--- src/design/mtf_pkg.sv ---
// ============================================================================
// Mutex table package
// Shared constants, operation and status codes, and free-list types.
// ============================================================================
`default_nettype none

package mtf_pkg;

  // Number of mutexes in the table.
  localparam int MUTEX_COUNT = 64;
  // Bits needed to name one table entry.
  localparam int IDX_W = (MUTEX_COUNT > 1) ? $clog2(MUTEX_COUNT) : 1;

  // Width of the ports that carry a mutex id.
  localparam int ID_W = 10;
  localparam int THREAD_W = 32;
  localparam int ENV_W = 32;

  typedef enum logic [1:0] {
    OP_CREATE  = 2'd0,
    OP_DESTROY = 2'd1,
    OP_LOCK    = 2'd2,
    OP_UNLOCK  = 2'd3
  } op_t;

  typedef enum logic [2:0] {
    ST_OK        = 3'd0,
    ST_BAD_MUTEX = 3'd1,
    ST_BAD_ENV   = 3'd2,
    ST_NO_FREE   = 3'd3,
    ST_LOCKED    = 3'd4
  } status_t;

  // A free-list link: an entry number and a flag that marks it as not null.
  typedef struct packed {
    logic             valid;
    logic [IDX_W-1:0] idx;
  } link_t;

  // Update of the free list for one request.
  typedef struct packed {
    logic             pop;
    logic             push;
    logic [IDX_W-1:0] push_idx;
  } fl_cmd_t;

endpackage

`default_nettype wire

--- src/design/mtf_ram.sv ---
// ============================================================================
// Generic RAM
// One write port and one read port with registered read data.
// ============================================================================
`default_nettype none

module mtf_ram #(
  parameter int WIDTH = 32,
  parameter int DEPTH = 64
) (
  input  wire logic                             clk,
  input  wire logic                             wr_en,
  input  wire logic [$clog2(DEPTH)-1:0]         wr_addr,
  input  wire logic [WIDTH-1:0]                 wr_data,
  input  wire logic                             rd_en,
  input  wire logic [$clog2(DEPTH)-1:0]         rd_addr,
  output logic      [WIDTH-1:0]                 rd_data
);

  logic [WIDTH-1:0] mem [DEPTH];

  always_ff @(posedge clk) begin
    if (wr_en) begin
      mem[wr_addr] <= wr_data;
    end
    if (rd_en) begin
      rd_data <= mem[rd_addr];
    end
  end

endmodule

`default_nettype wire

--- src/design/mtf_free_list.sv ---
// ============================================================================
// Mutex free list
// Head register and link memory of the singly linked list of free entries.
// ============================================================================
`default_nettype none

module mtf_free_list
  import mtf_pkg::*;
(
  input  wire logic    clk,
  input  wire logic    rst,
  input  wire logic    accept,
  input  wire fl_cmd_t cmd,
  output link_t        head
);

  link_t             head_next;
  link_t             link_rd;
  link_t             head_link;
  link_t             reset_link;
  logic [MUTEX_COUNT-1:0] written;
  logic              byp_valid;
  logic [IDX_W-1:0]  byp_addr;
  link_t             byp_data;

  // The link memory is read at the head that the next request will see.
  mtf_ram #(
    .WIDTH ($bits(link_t)),
    .DEPTH (MUTEX_COUNT)
  ) u_link_ram (
    .clk     (clk),
    .wr_en   (cmd.push),
    .wr_addr (cmd.push_idx),
    .wr_data (head),
    .rd_en   (accept),
    .rd_addr (head_next.idx),
    .rd_data (link_rd)
  );

  // An entry whose link was never written still points to the entry after it.
  always_comb begin
    reset_link.valid = (32'(head.idx) + 32'd1) < 32'(MUTEX_COUNT);
    reset_link.idx   = head.idx + IDX_W'(1);
  end

  // A write made in the same edge as the read is taken from the bypass copy.
  always_comb begin
    if (byp_valid && (byp_addr == head.idx)) begin
      head_link = byp_data;
    end else if (written[head.idx]) begin
      head_link = link_rd;
    end else begin
      head_link = reset_link;
    end
  end

  // Pop and push never come together.
  always_comb begin
    head_next = head;
    if (cmd.pop) begin
      head_next = head_link;
    end else if (cmd.push) begin
      head_next.valid = 1'b1;
      head_next.idx   = cmd.push_idx;
    end
  end

  always_ff @(posedge clk) begin
    if (rst) begin
      head.valid <= 1'b1;
      head.idx   <= '0;
      written    <= '0;
      byp_valid  <= 1'b0;
    end else begin
      head <= head_next;
      if (cmd.pop || cmd.push) begin
        byp_valid <= cmd.push;
      end
      if (cmd.push) begin
        written[cmd.push_idx] <= 1'b1;
      end
    end
  end

  always_ff @(posedge clk) begin
    if (cmd.push) begin
      byp_addr <= cmd.push_idx;
      byp_data <= head;
    end
  end

endmodule

`default_nettype wire

--- src/design/mutex_table_with_free_list.sv ---
// ============================================================================
// Mutex table with free list
// Create, destroy, lock and unlock requests on a fixed table of mutexes.
// ============================================================================
// Each request passes through the input register and then the result register.
// One request per cycle while the result side is not stalled; each request gives exactly one result.
// The input and result registers each hold one request, so the input side
// stalls only in reset or while the result register is full and stalled.
// Reset clears all flags and rebuilds the free list at once; no clearing pass.
`default_nettype none

module mutex_table_with_free_list
  import mtf_pkg::*;
(
  input  wire logic                clk,
  input  wire logic                rst,
  input  wire logic                in_valid,
  output logic                     in_stall,
  input  wire logic [1:0]          operation,
  input  wire logic [ID_W-1:0]     mutex_index,
  input  wire logic [THREAD_W-1:0] thread_id,
  input  wire logic [ENV_W-1:0]    env_id,
  input  wire logic                env_valid,
  output logic                     out_valid,
  input  wire logic                out_stall,
  output logic [2:0]               status,
  output logic [ID_W-1:0]          created_id
);

  // Request register. The owner-thread memory is read at the same edge, so
  // its data lines up with the registered request in the next cycle.
  logic                s1_valid;
  op_t                 s1_op;
  logic [ID_W-1:0]     s1_index;
  logic [THREAD_W-1:0] s1_thread;
  logic [ENV_W-1:0]    s1_env;
  logic                s1_env_valid;

  logic accept;
  logic fire;

  // Per-entry flags live in flip-flops so that reset clears them at once.
  logic [MUTEX_COUNT-1:0] reserved;
  logic [MUTEX_COUNT-1:0] locked;

  link_t   head;
  fl_cmd_t fl_cmd;

  logic [IDX_W-1:0]    entry;
  logic [IDX_W-1:0]    target;
  logic                in_range;
  logic [THREAD_W-1:0] owner_rd;
  logic [THREAD_W-1:0] owner;
  logic                owner_byp_valid;
  logic [IDX_W-1:0]    owner_byp_addr;
  logic [THREAD_W-1:0] owner_byp_data;

  status_t         st;
  logic [ID_W-1:0] created;
  logic            owner_we;
  logic            env_we;
  logic            res_we;
  logic            res_val;
  logic            lock_we;
  logic            lock_val;

  // The request in the input register completes when the result register is
  // empty or its result is taken in the same cycle.
  assign fire     = s1_valid && (!out_valid || !out_stall);
  assign in_stall = rst || (s1_valid && !fire);
  assign accept   = in_valid && !in_stall;

  always_ff @(posedge clk) begin
    if (rst) begin
      s1_valid <= 1'b0;
    end else if (accept) begin
      s1_valid <= 1'b1;
    end else if (fire) begin
      s1_valid <= 1'b0;
    end
  end

  always_ff @(posedge clk) begin
    if (accept) begin
      s1_op        <= op_t'(operation);
      s1_index     <= mutex_index;
      s1_thread    <= thread_id;
      s1_env       <= env_id;
      s1_env_valid <= env_valid;
    end
  end

  // Owner thread of each mutex. Its value is used only while the entry is locked,
  // and a lock always writes it first, so no reset value is needed.
  mtf_ram #(
    .WIDTH (THREAD_W),
    .DEPTH (MUTEX_COUNT)
  ) u_owner_thread_ram (
    .clk     (clk),
    .wr_en   (owner_we),
    .wr_addr (entry),
    .wr_data (s1_thread),
    .rd_en   (accept),
    .rd_addr (mutex_index[IDX_W-1:0]),
    .rd_data (owner_rd)
  );

  // Owning environment, recorded on create. Nothing in the block reads it back.
  mtf_ram #(
    .WIDTH (ENV_W),
    .DEPTH (MUTEX_COUNT)
  ) u_owner_env_ram (
    .clk     (clk),
    .wr_en   (env_we),
    .wr_addr (head.idx),
    .wr_data (s1_env),
    .rd_en   (1'b0),
    .rd_addr (head.idx),
    .rd_data ()
  );

  mtf_free_list u_free_list (
    .clk    (clk),
    .rst    (rst),
    .accept (accept),
    .cmd    (fl_cmd),
    .head   (head)
  );

  // The owner memory was read at the edge where the previous request may have
  // written the same entry; that write is taken from the bypass copy instead.
  always_ff @(posedge clk) begin
    if (rst) begin
      owner_byp_valid <= 1'b0;
    end else if (fire) begin
      owner_byp_valid <= owner_we;
    end
  end

  always_ff @(posedge clk) begin
    if (owner_we) begin
      owner_byp_addr <= entry;
      owner_byp_data <= s1_thread;
    end
  end

  assign entry    = s1_index[IDX_W-1:0];
  assign in_range = 32'(s1_index) < 32'(MUTEX_COUNT);
  assign owner    = (owner_byp_valid && (owner_byp_addr == entry)) ? owner_byp_data
                                                                   : owner_rd;
  // Create works on the free-list head, every other request on its own id.
  assign target   = (s1_op == OP_CREATE) ? head.idx : entry;

  // Decision for the request in the input register. Every state change is
  // qualified by fire, so a stalled request changes nothing.
  always_comb begin
    st              = ST_OK;
    created         = '0;
    owner_we        = 1'b0;
    env_we          = 1'b0;
    res_we          = 1'b0;
    res_val         = 1'b0;
    lock_we         = 1'b0;
    lock_val        = 1'b0;
    fl_cmd.pop      = 1'b0;
    fl_cmd.push     = 1'b0;
    fl_cmd.push_idx = entry;
    if (s1_op == OP_CREATE) begin
      if (!s1_env_valid) begin
        st = ST_BAD_ENV;
      end else if (!head.valid) begin
        st = ST_NO_FREE;
      end else begin
        // Take the head entry: reserved, unlocked, owned by this environment.
        created    = ID_W'(head.idx);
        fl_cmd.pop = fire;
        env_we     = fire;
        res_we     = fire;
        res_val    = 1'b1;
        lock_we    = fire;
        lock_val   = 1'b0;
      end
    end else if (!in_range || !reserved[entry]) begin
      st = ST_BAD_MUTEX;
    end else begin
      unique case (s1_op)
        OP_DESTROY: begin
          // The locked flag is left alone; the create that reuses the entry clears it.
          res_we      = fire;
          res_val     = 1'b0;
          fl_cmd.push = fire;
        end
        OP_LOCK: begin
          if (locked[entry]) begin
            // A relock by the holding thread succeeds and changes nothing.
            if (owner != s1_thread) begin
              st = ST_LOCKED;
            end
          end else begin
            lock_we  = fire;
            lock_val = 1'b1;
            owner_we = fire;
          end
        end
        OP_UNLOCK: begin
          // No owner check on unlock.
          lock_we  = fire;
          lock_val = 1'b0;
        end
        default: begin
          st = ST_OK;
        end
      endcase
    end
  end

  always_ff @(posedge clk) begin
    if (rst) begin
      reserved <= '0;
      locked   <= '0;
    end else begin
      if (res_we) begin
        reserved[target] <= res_val;
      end
      if (lock_we) begin
        locked[target] <= lock_val;
      end
    end
  end

  // Result register.
  always_ff @(posedge clk) begin
    if (rst) begin
      out_valid <= 1'b0;
    end else if (fire) begin
      out_valid <= 1'b1;
    end else if (!out_stall) begin
      out_valid <= 1'b0;
    end
  end

  always_ff @(posedge clk) begin
    if (fire) begin
      status     <= st;
      created_id <= created;
    end
  end

endmodule

`default_nettype wire

--- config.mk ---
export PLATFORM = sky130hd
export DESIGN_NAME = mutex_table_with_free_list
export DESIGN_NICKNAME = d
export VERILOG_FILES = /design/src/design/mtf_pkg.sv /design/src/design/mtf_ram.sv /design/src/design/mtf_free_list.sv /design/src/design/mutex_table_with_free_list.sv
export SDC_FILE = /design/constraint.sdc
export NUM_CORES = 2
export LEC_CHECK = 0
export BUFFER_PORTS_ARGS = -buffer_cell sky130_fd_sc_hd__buf_2
export CAP_MARGIN = 30
export CORE_UTILIZATION = 35
export CTS_CLUSTER_DIAMETER = 50
export DETAILED_ROUTE_END_ITERATION = 16
export PLACE_DENSITY = 0.57
export REMOVE_ABC_BUFFERS = 1
export SETUP_SLACK_MARGIN = 0.05
export SYNTH_ARGS = -nofsm -noshare
export SYNTH_HDL_FRONTEND = slang
export SYNTH_HIERARCHICAL = 1
export SYNTH_SLANG_ARGS = --single-unit
--- constraint.sdc ---
create_clock -name clk -period 6.01 [get_ports clk]
set_clock_uncertainty 0.05 [all_clocks]
set_input_delay 0.3005 -clock clk [delete_from_list [all_inputs] [get_ports clk]]
set_output_delay 0.3005 -clock clk [all_outputs]
set_load 0.005 [all_outputs]
After elaboration in Yosys (flattened, before gate mapping) --
Memory sizes are Yosys's and may differ from the RTL's. A register that Yosys moved wholly into a read port is not among the register bits. Cells that the tools add are included.
Word-level totals: bits in registers 312, bits in writable memories 2496, input port bits 81, output and inout port bits 15, word-level logic and storage cells 116, memories 2
Memories:
- u_owner_thread_ram.mem | words 64, width 32, rd ports 1, clocked after Yosys merged registers in 1, wr ports 1, line mtf_ram.sv:20 | logic [WIDTH-1:0] mem [DEPTH];
- u_free_list.u_link_ram.mem | words 64, width 7, rd ports 1, clocked after Yosys merged registers in 1, wr ports 1, line mtf_ram.sv:20
Operators by class: add/sub/neg operators 2, $lt $le $gt $ge 7, eq/ne operators 7, multiplexer cells 54, bitwise operators 1, reduce and logical (&&, ||, !) cells 22
Operators with widths (count):
- $bwmux 64 | 2
- $or 64x64->64 | 1
- $mux 1 | 33
- $lt 32x7->1 const B | 1
- $mux 32 | 1
- $ne 32x32->1 | 1
- $mux 7 | 4
- $lt 6x7->1 const B | 3
- $bmux 1 s6 | 3
- $mux 3 | 5
- $demux 1 s6 | 2
- $eq 6x6->1 | 2
- $ge 6x1->1 const B | 2
- $lt 10x7->1 const B | 1
- $add 6x1->7 const B | 1
- $logic_and 1x1->1 | 7
- $add 6x1->6 const B | 1
- $logic_not 1->1 | 6
- $mux 6 | 1
- $eq 2x2->1 const B | 2
- $logic_or 1x1->1 | 4
- $mux 2 | 2
- $reduce_bool 2->1 | 2
- $reduce_and 3->1 | 1
- other kinds (5) | 5

Logic depth before layout (Yosys ltp) --
depth after elaboration 9, depth in mapped cells 21, mapped depth without buffers 15

Modules after synthesis --
Netlist, hierarchy kept.
By module, submodules not included:
- mtf_ram (u_owner_thread_ram) | times used 1, cells each 3324, area an instance 78835.6 µm², sequential area each 62459.9 µm²
- mtf_ram (u_free_list.u_link_ram) | times used 1, cells each 827, area an instance 17705.7 µm², sequential area each 13663.1 µm²
- mutex_table_with_free_list | times used 1, cells each 921, area an instance 10373.7 µm², sequential area each 5385.2 µm²
- mtf_free_list | times used 1, cells each 430, area an instance 3958.8 µm², sequential area each 1831.8 µm²

Least setup slack after synthesis --
No wires, ideal clock.
path type register to register, start point register s1_index[0], end point memory u_owner_thread_ram.mem[49][0] (enable), library setup time 461 ps, arrival time 5839 ps, required time 5499 ps, path slack -340 ps, stages on the path, launching flop included 13, path buffers 2, clock period less this slack 6350 ps, path through edfxtp_1 buf_6 buf_6 mux4_2 o221ai_1 o21ai_1 a22oi_2 nor3b_1 nand2_1 inv_1 nor2b_1 nand4_1 nor3_1
On the way: longest elaborated chain between the ends 8
Ends and longest elaborated chain:
- start: declaration | line mutex_table_with_free_list.sv:34 | logic [ID_W-1:0] s1_index;
- start signal: assignment | line mutex_table_with_free_list.sv:86 | s1_index <= mutex_index;
- $bmux 1 s6, on equally long branches | line mutex_table_with_free_list.sv:194, mutex_table_with_free_list.sv:183
- $mux 1, on equally long branches | line mutex_table_with_free_list.sv:194, mutex_table_with_free_list.sv:183
- $mux 1 / $logic_not 1->1 (equally long branches) | line mutex_table_with_free_list.sv:194, mutex_table_with_free_list.sv:183
- $mux 1 / $logic_or 1x1->1 (equally long branches) | line mutex_table_with_free_list.sv:186, mutex_table_with_free_list.sv:183
- $mux 1 * | line mutex_table_with_free_list.sv:183 | end else if (!in_range || !reserved[entry]) begin
- $mux 1 * | line mutex_table_with_free_list.sv:168 | if (s1_op == OP_CREATE) begin
- net owner_we | line mutex_table_with_free_list.sv:60 | logic owner_we;
- $mux 1 * | line mtf_ram.sv:23 | if (wr_en) begin
- $mux 1 (not written as such) * | line mtf_ram.sv:24 | mem[wr_addr] <= wr_data;
- end: declaration | line mtf_ram.sv:20
Mark *: on every way through the listed nets, which the timed path passes. The rest lies on a longest branch. The select of a mux whose other input is x is not followed.

==> results.ini <==
[run_status]
status = finished, final reports clean

[drt]
routed.top_layer = met5
drtIter0Drc = 6089
wl_per_cell_um = 28.3
via_per_inst = 5.53
ant_nets = 0
met3WireLength_um = 23100
drt-total-wl_um = 291000
num_vias = 56800
m1WireLength_um = 123000
drc = 0
met2WireLength_um = 136000
dr.pass1.iters = 5

[sta]
timing.hold.ws_ns = 0.0544
fin_crit_ns = 5.62
setup_tns_ns = 0
worst_pin_slew_ns = 1.04
hold_viol_final = 0
clock.fmax_ghz = 0.178
drv_slew = 0
slew_headroom_pct = 28.6
grt_setup_unrepaired = no
setup_violations = 0
post-route-period-util_pct = 93.5

[setup_path]
critPathLaunchType = flip-flop
worst_ep_required_time_ns = 6.57
crit_chain = buf_4, mux4_2, mux2i_1, a21oi_1, a22o_1, nand2_2, nor2_4, buf_4, mux2i_1, nor2_1, nor2_1, and4b_1, nor3_2, buf_12, mux4_2, mux2i_1, a21oi_1, a41o_1
arrival_ns = 6.17
rr_startpoint = s1_index[0]$_DFFE_PP_
max_stage_delay_ns = 0.62
r2r_end = u_free_list/u_link_ram/rd_data[0]$_DFFE_PP_
path_class = flip-flop to flip-flop
worstRegToRegCells = 18
crit_path_end_kind = flip-flop
crit_top_cell = mux2i_1
crit_slowest_cell = edfxtp_1
cp_max_fo = 42
ff2ff_setup_slack_ns = 0.39

[power]
peakVddDrop_mv = 0.260
total_leakage_power_uw = 0.0396
p_per_area_nw_per_um2 = 327

[placement]
hpwlAfterDp_um = 162000
gp_congestion = 0.838
io_buffers = 59

[finish]
area_growth_pct = 16.0
drive_gt1_share_pct = 26.0
final_core_util_pct = 40.8
fill_cells = 27700
multiInputGateArea_sq_um = 26400
nNetsFinal = 5937
regArea_sq_um = 83400

[hold_path]
whs_path_depth = 2
min_to = s1_thread[4]$_DFFE_PP_
min_path_type = primary input to flip-flop
hold_start = thread_id[4]

[grt]
grt.overflow.total = 0
antenna_found_initial = 18
grt_pass1_wl_um = 416000
grt_max_degree = 114
grt_pass1_vias = 57500
gr-usage-all-layers_pct = 18.1

[floorplanning]
core_sq_um = 315000
fp.dieW_um = 565
ios = 96
fp-row-count = 206
die_y_um = 565
start_util_pct = 35.2
dieArea_sq_um = 319000

[cts]
cts_inserted_buffers = 316
cts_tree = built
clock_sinks = 2843
clock_path_buffers = 4
ctsHtreeMaxLevel = 5
worstSkewPairLatency_ns = 0.90
clk_transition_reported_paths_ns = 0.06
clockRootBuffer = clkbuf_16
cts_resized = 0

[yosys]
synth_ff_type = edfxtp_1
async_flop_share_pct = 0
avgSynthCellArea_sq_um = 20.2
ys.warnings.count = 6
syn-cell-area_sq_um = 111000
synth_cells = 5502
synth_edf_count = 2640
ys_ff_latch = 2843
yosysUniqueCellTypes = 74
ys_seq_area_share_pct = 75.2

[job]
drv_cap = 0

## cell type report
class | instances | share of cell area (%)
clock buffer | 382 | 6.52
clock inverter | 177 | 1.26
multi-input combinational | 2326 | 20.5
sequential | 2843 | 64.8
timing repair buffer | 357 | 2.81
antenna | 9 | 0.0175
inverter | 11 | 0.0321
tap | 4160 | 4.05
## synth_stat cells, types with 9 or more instances
master / count / area share [%]
buf_4: 43 / 0.29
a31oi_1: 15 / 0.085
a22oi_1: 22 / 0.15
mux4_2: 691 / 14
nor2b_1: 31 / 0.17
o31ai_1: 9 / 0.061
nor3b_1: 12 / 0.081
o21ai_0: 42 / 0.19
and3_1: 11 / 0.062
nand3_1: 110 / 0.50
nand2b_1: 89 / 0.50
nor3_1: 29 / 0.13
inv_1: 11 / 0.037
edfxtp_1: 2640 / 72
a211oi_1: 11 / 0.074
mux2i_1: 229 / 2.1
nor2_1: 332 / 1.1
clkbuf_1: 151 / 0.51
xor2_1: 35 / 0.28
xnor2_1: 12 / 0.095
a311oi_1: 24 / 0.19
buf_1: 23 / 0.078
or3_1: 10 / 0.056
nand4_1: 15 / 0.085
o22ai_1: 101 / 0.57
buf_2: 85 / 0.38
o21ai_1: 19 / 0.086
dfxtp_1: 203 / 3.7
a21oi_1: 204 / 0.92
mux2_2: 17 / 0.17
o221ai_1: 38 / 0.30
nand2_1: 95 / 0.32
buf_6: 22 / 0.22
nand3b_1: 13 / 0.088
## cell families after synthesis
group / count (synthesis) / share of synthesized area [%]
AO/OA/AOI/OAI: 533 / 3.02
adder cells (fa/ha/maj): 1 / 0.0113
buffers and inverters: 336 / 1.54
multiplexers: 942 / 16.4
XOR/XNOR: 47 / 0.371
other: 1 / 0.00338
AND/OR/NAND/NOR: 799 / 3.49
flip-flops: 2843 / 75.2
## per-stage QoR
step                setup WS, ns  std cells  instance area (sq um)  total power (uW)
floorplan                 -13.11       5180                 109000             22800
global placement           0.223       9639                 118000             23700
detailed placement         0.380       9649                 118000             23700
CTS                        0.393      10300                 129000             42400
global route              0.0745      10300                 129000             43200
finish                     0.393      10300                 129000             42100
## repair_timing
action / 4_1_cts / 5_1_grt
hold buffers: 46 / 0
setup buffers: 0 / 0
setup endpoints to repair: 0 / 0
hold endpoints to repair: 87 / 0
## cell usage in the layout, fill, tap and decap left out, types with 46 or more instances in the layout
cell           Yosys  final
dlygate4sd3_1      0     46
buf_4             43    175
mux4_2           691    691
nor2_4             0     64
edfxtp_1        2640   2640
buf_12             0     68
clkbuf_1         151     54
mux2i_1          229    229
a21oi_1          204    202
nand3_1          110    110
clkinv_2           0     47
clkinv_1           0     51
nand2_1           95     95
dfxtp_1          203    196
o22ai_1          101    101
clkbuf_16          0    326
nor2_1           332    268
buf_2             85     57
nand2b_1          89     87
## routing by layer
| layer | global-route usage [%] | vias up |
|---|---|---|
| li1 | - | 23500 |
| met1 | 25.5 | 30600 |
| met2 | 28.6 | 2276 |
| met3 | 3.19 | 420 |
| met4 | 5.32 | 2 |
| met5 | 0 | - |
## sequential cells by signal (all words and copies together), names as in the netlist
signal                          cells
u_owner_thread_ram/mem           2048
u_free_list/u_link_ram/mem        448
locked                             64
reserved                           64
u_free_list/written                64
owner_byp_data                     32
s1_thread                          32
u_owner_thread_ram/rd_data         32
s1_index                           10
u_free_list/byp_data                7
u_free_list/head                    7
u_free_list/u_link_ram/rd_data      7
created_id                          6
owner_byp_addr                      6
u_free_list/byp_addr                6
status                              3
s1_op                               2
out_valid                           1
owner_byp_valid                     1
s1_env_valid                        1
s1_valid                            1
u_free_list/byp_valid               1
## worst max-delay path: cells and delay by family, from the launching register on
| kind | cells | cell delay, ns |
|---|---|---|
| buffers and inverters | 3 | 0.97 |
| AOI/OAI and AO/OA | 4 | 0.84 |
| muxes | 5 | 1.71 |
| and+or+nand+nor | 6 | 1.15 |
| DFF | 1 | 0.62 |
## worst max path at each step
| stage | from | end | slack [ns] | cells past startpoint |
|---|---|---|---|---|
| 2_1_floorplan | s1_index[1]$_DFFE_PP_ | u_free_list/u_link_ram/rd_data[1]$_DFFE_PP_ | -13.11 | 15 |
| 3_5_place_dp | s1_index[0]$_DFFE_PP_ | u_free_list/u_link_ram/rd_data[4]$_DFFE_PP_ | 0.38 | 17 |
| 3_3_place_gp | s1_index[0]$_DFFE_PP_ | u_free_list/u_link_ram/rd_data[0]$_DFFE_PP_ | 0.22 | 18 |
| 5_1_grt | s1_index[0]$_DFFE_PP_ | u_free_list/u_link_ram/rd_data[0]$_DFFE_PP_ | 0.07 | 18 |
| 6_report | s1_index[0]$_DFFE_PP_ | u_free_list/u_link_ram/rd_data[0]$_DFFE_PP_ | 0.39 | 18 |
| 4_1_cts | s1_index[0]$_DFFE_PP_ | u_free_list/u_link_ram/rd_data[0]$_DFFE_PP_ | 0.39 | 18 |
## report_power, final
group          internal [uW]  switching, uW  total (uW)
registers              21500           39.7       21600
logic                    613           1090        1700
clock network          11000           7770       18800
Power figures use the tool's default switching activity.
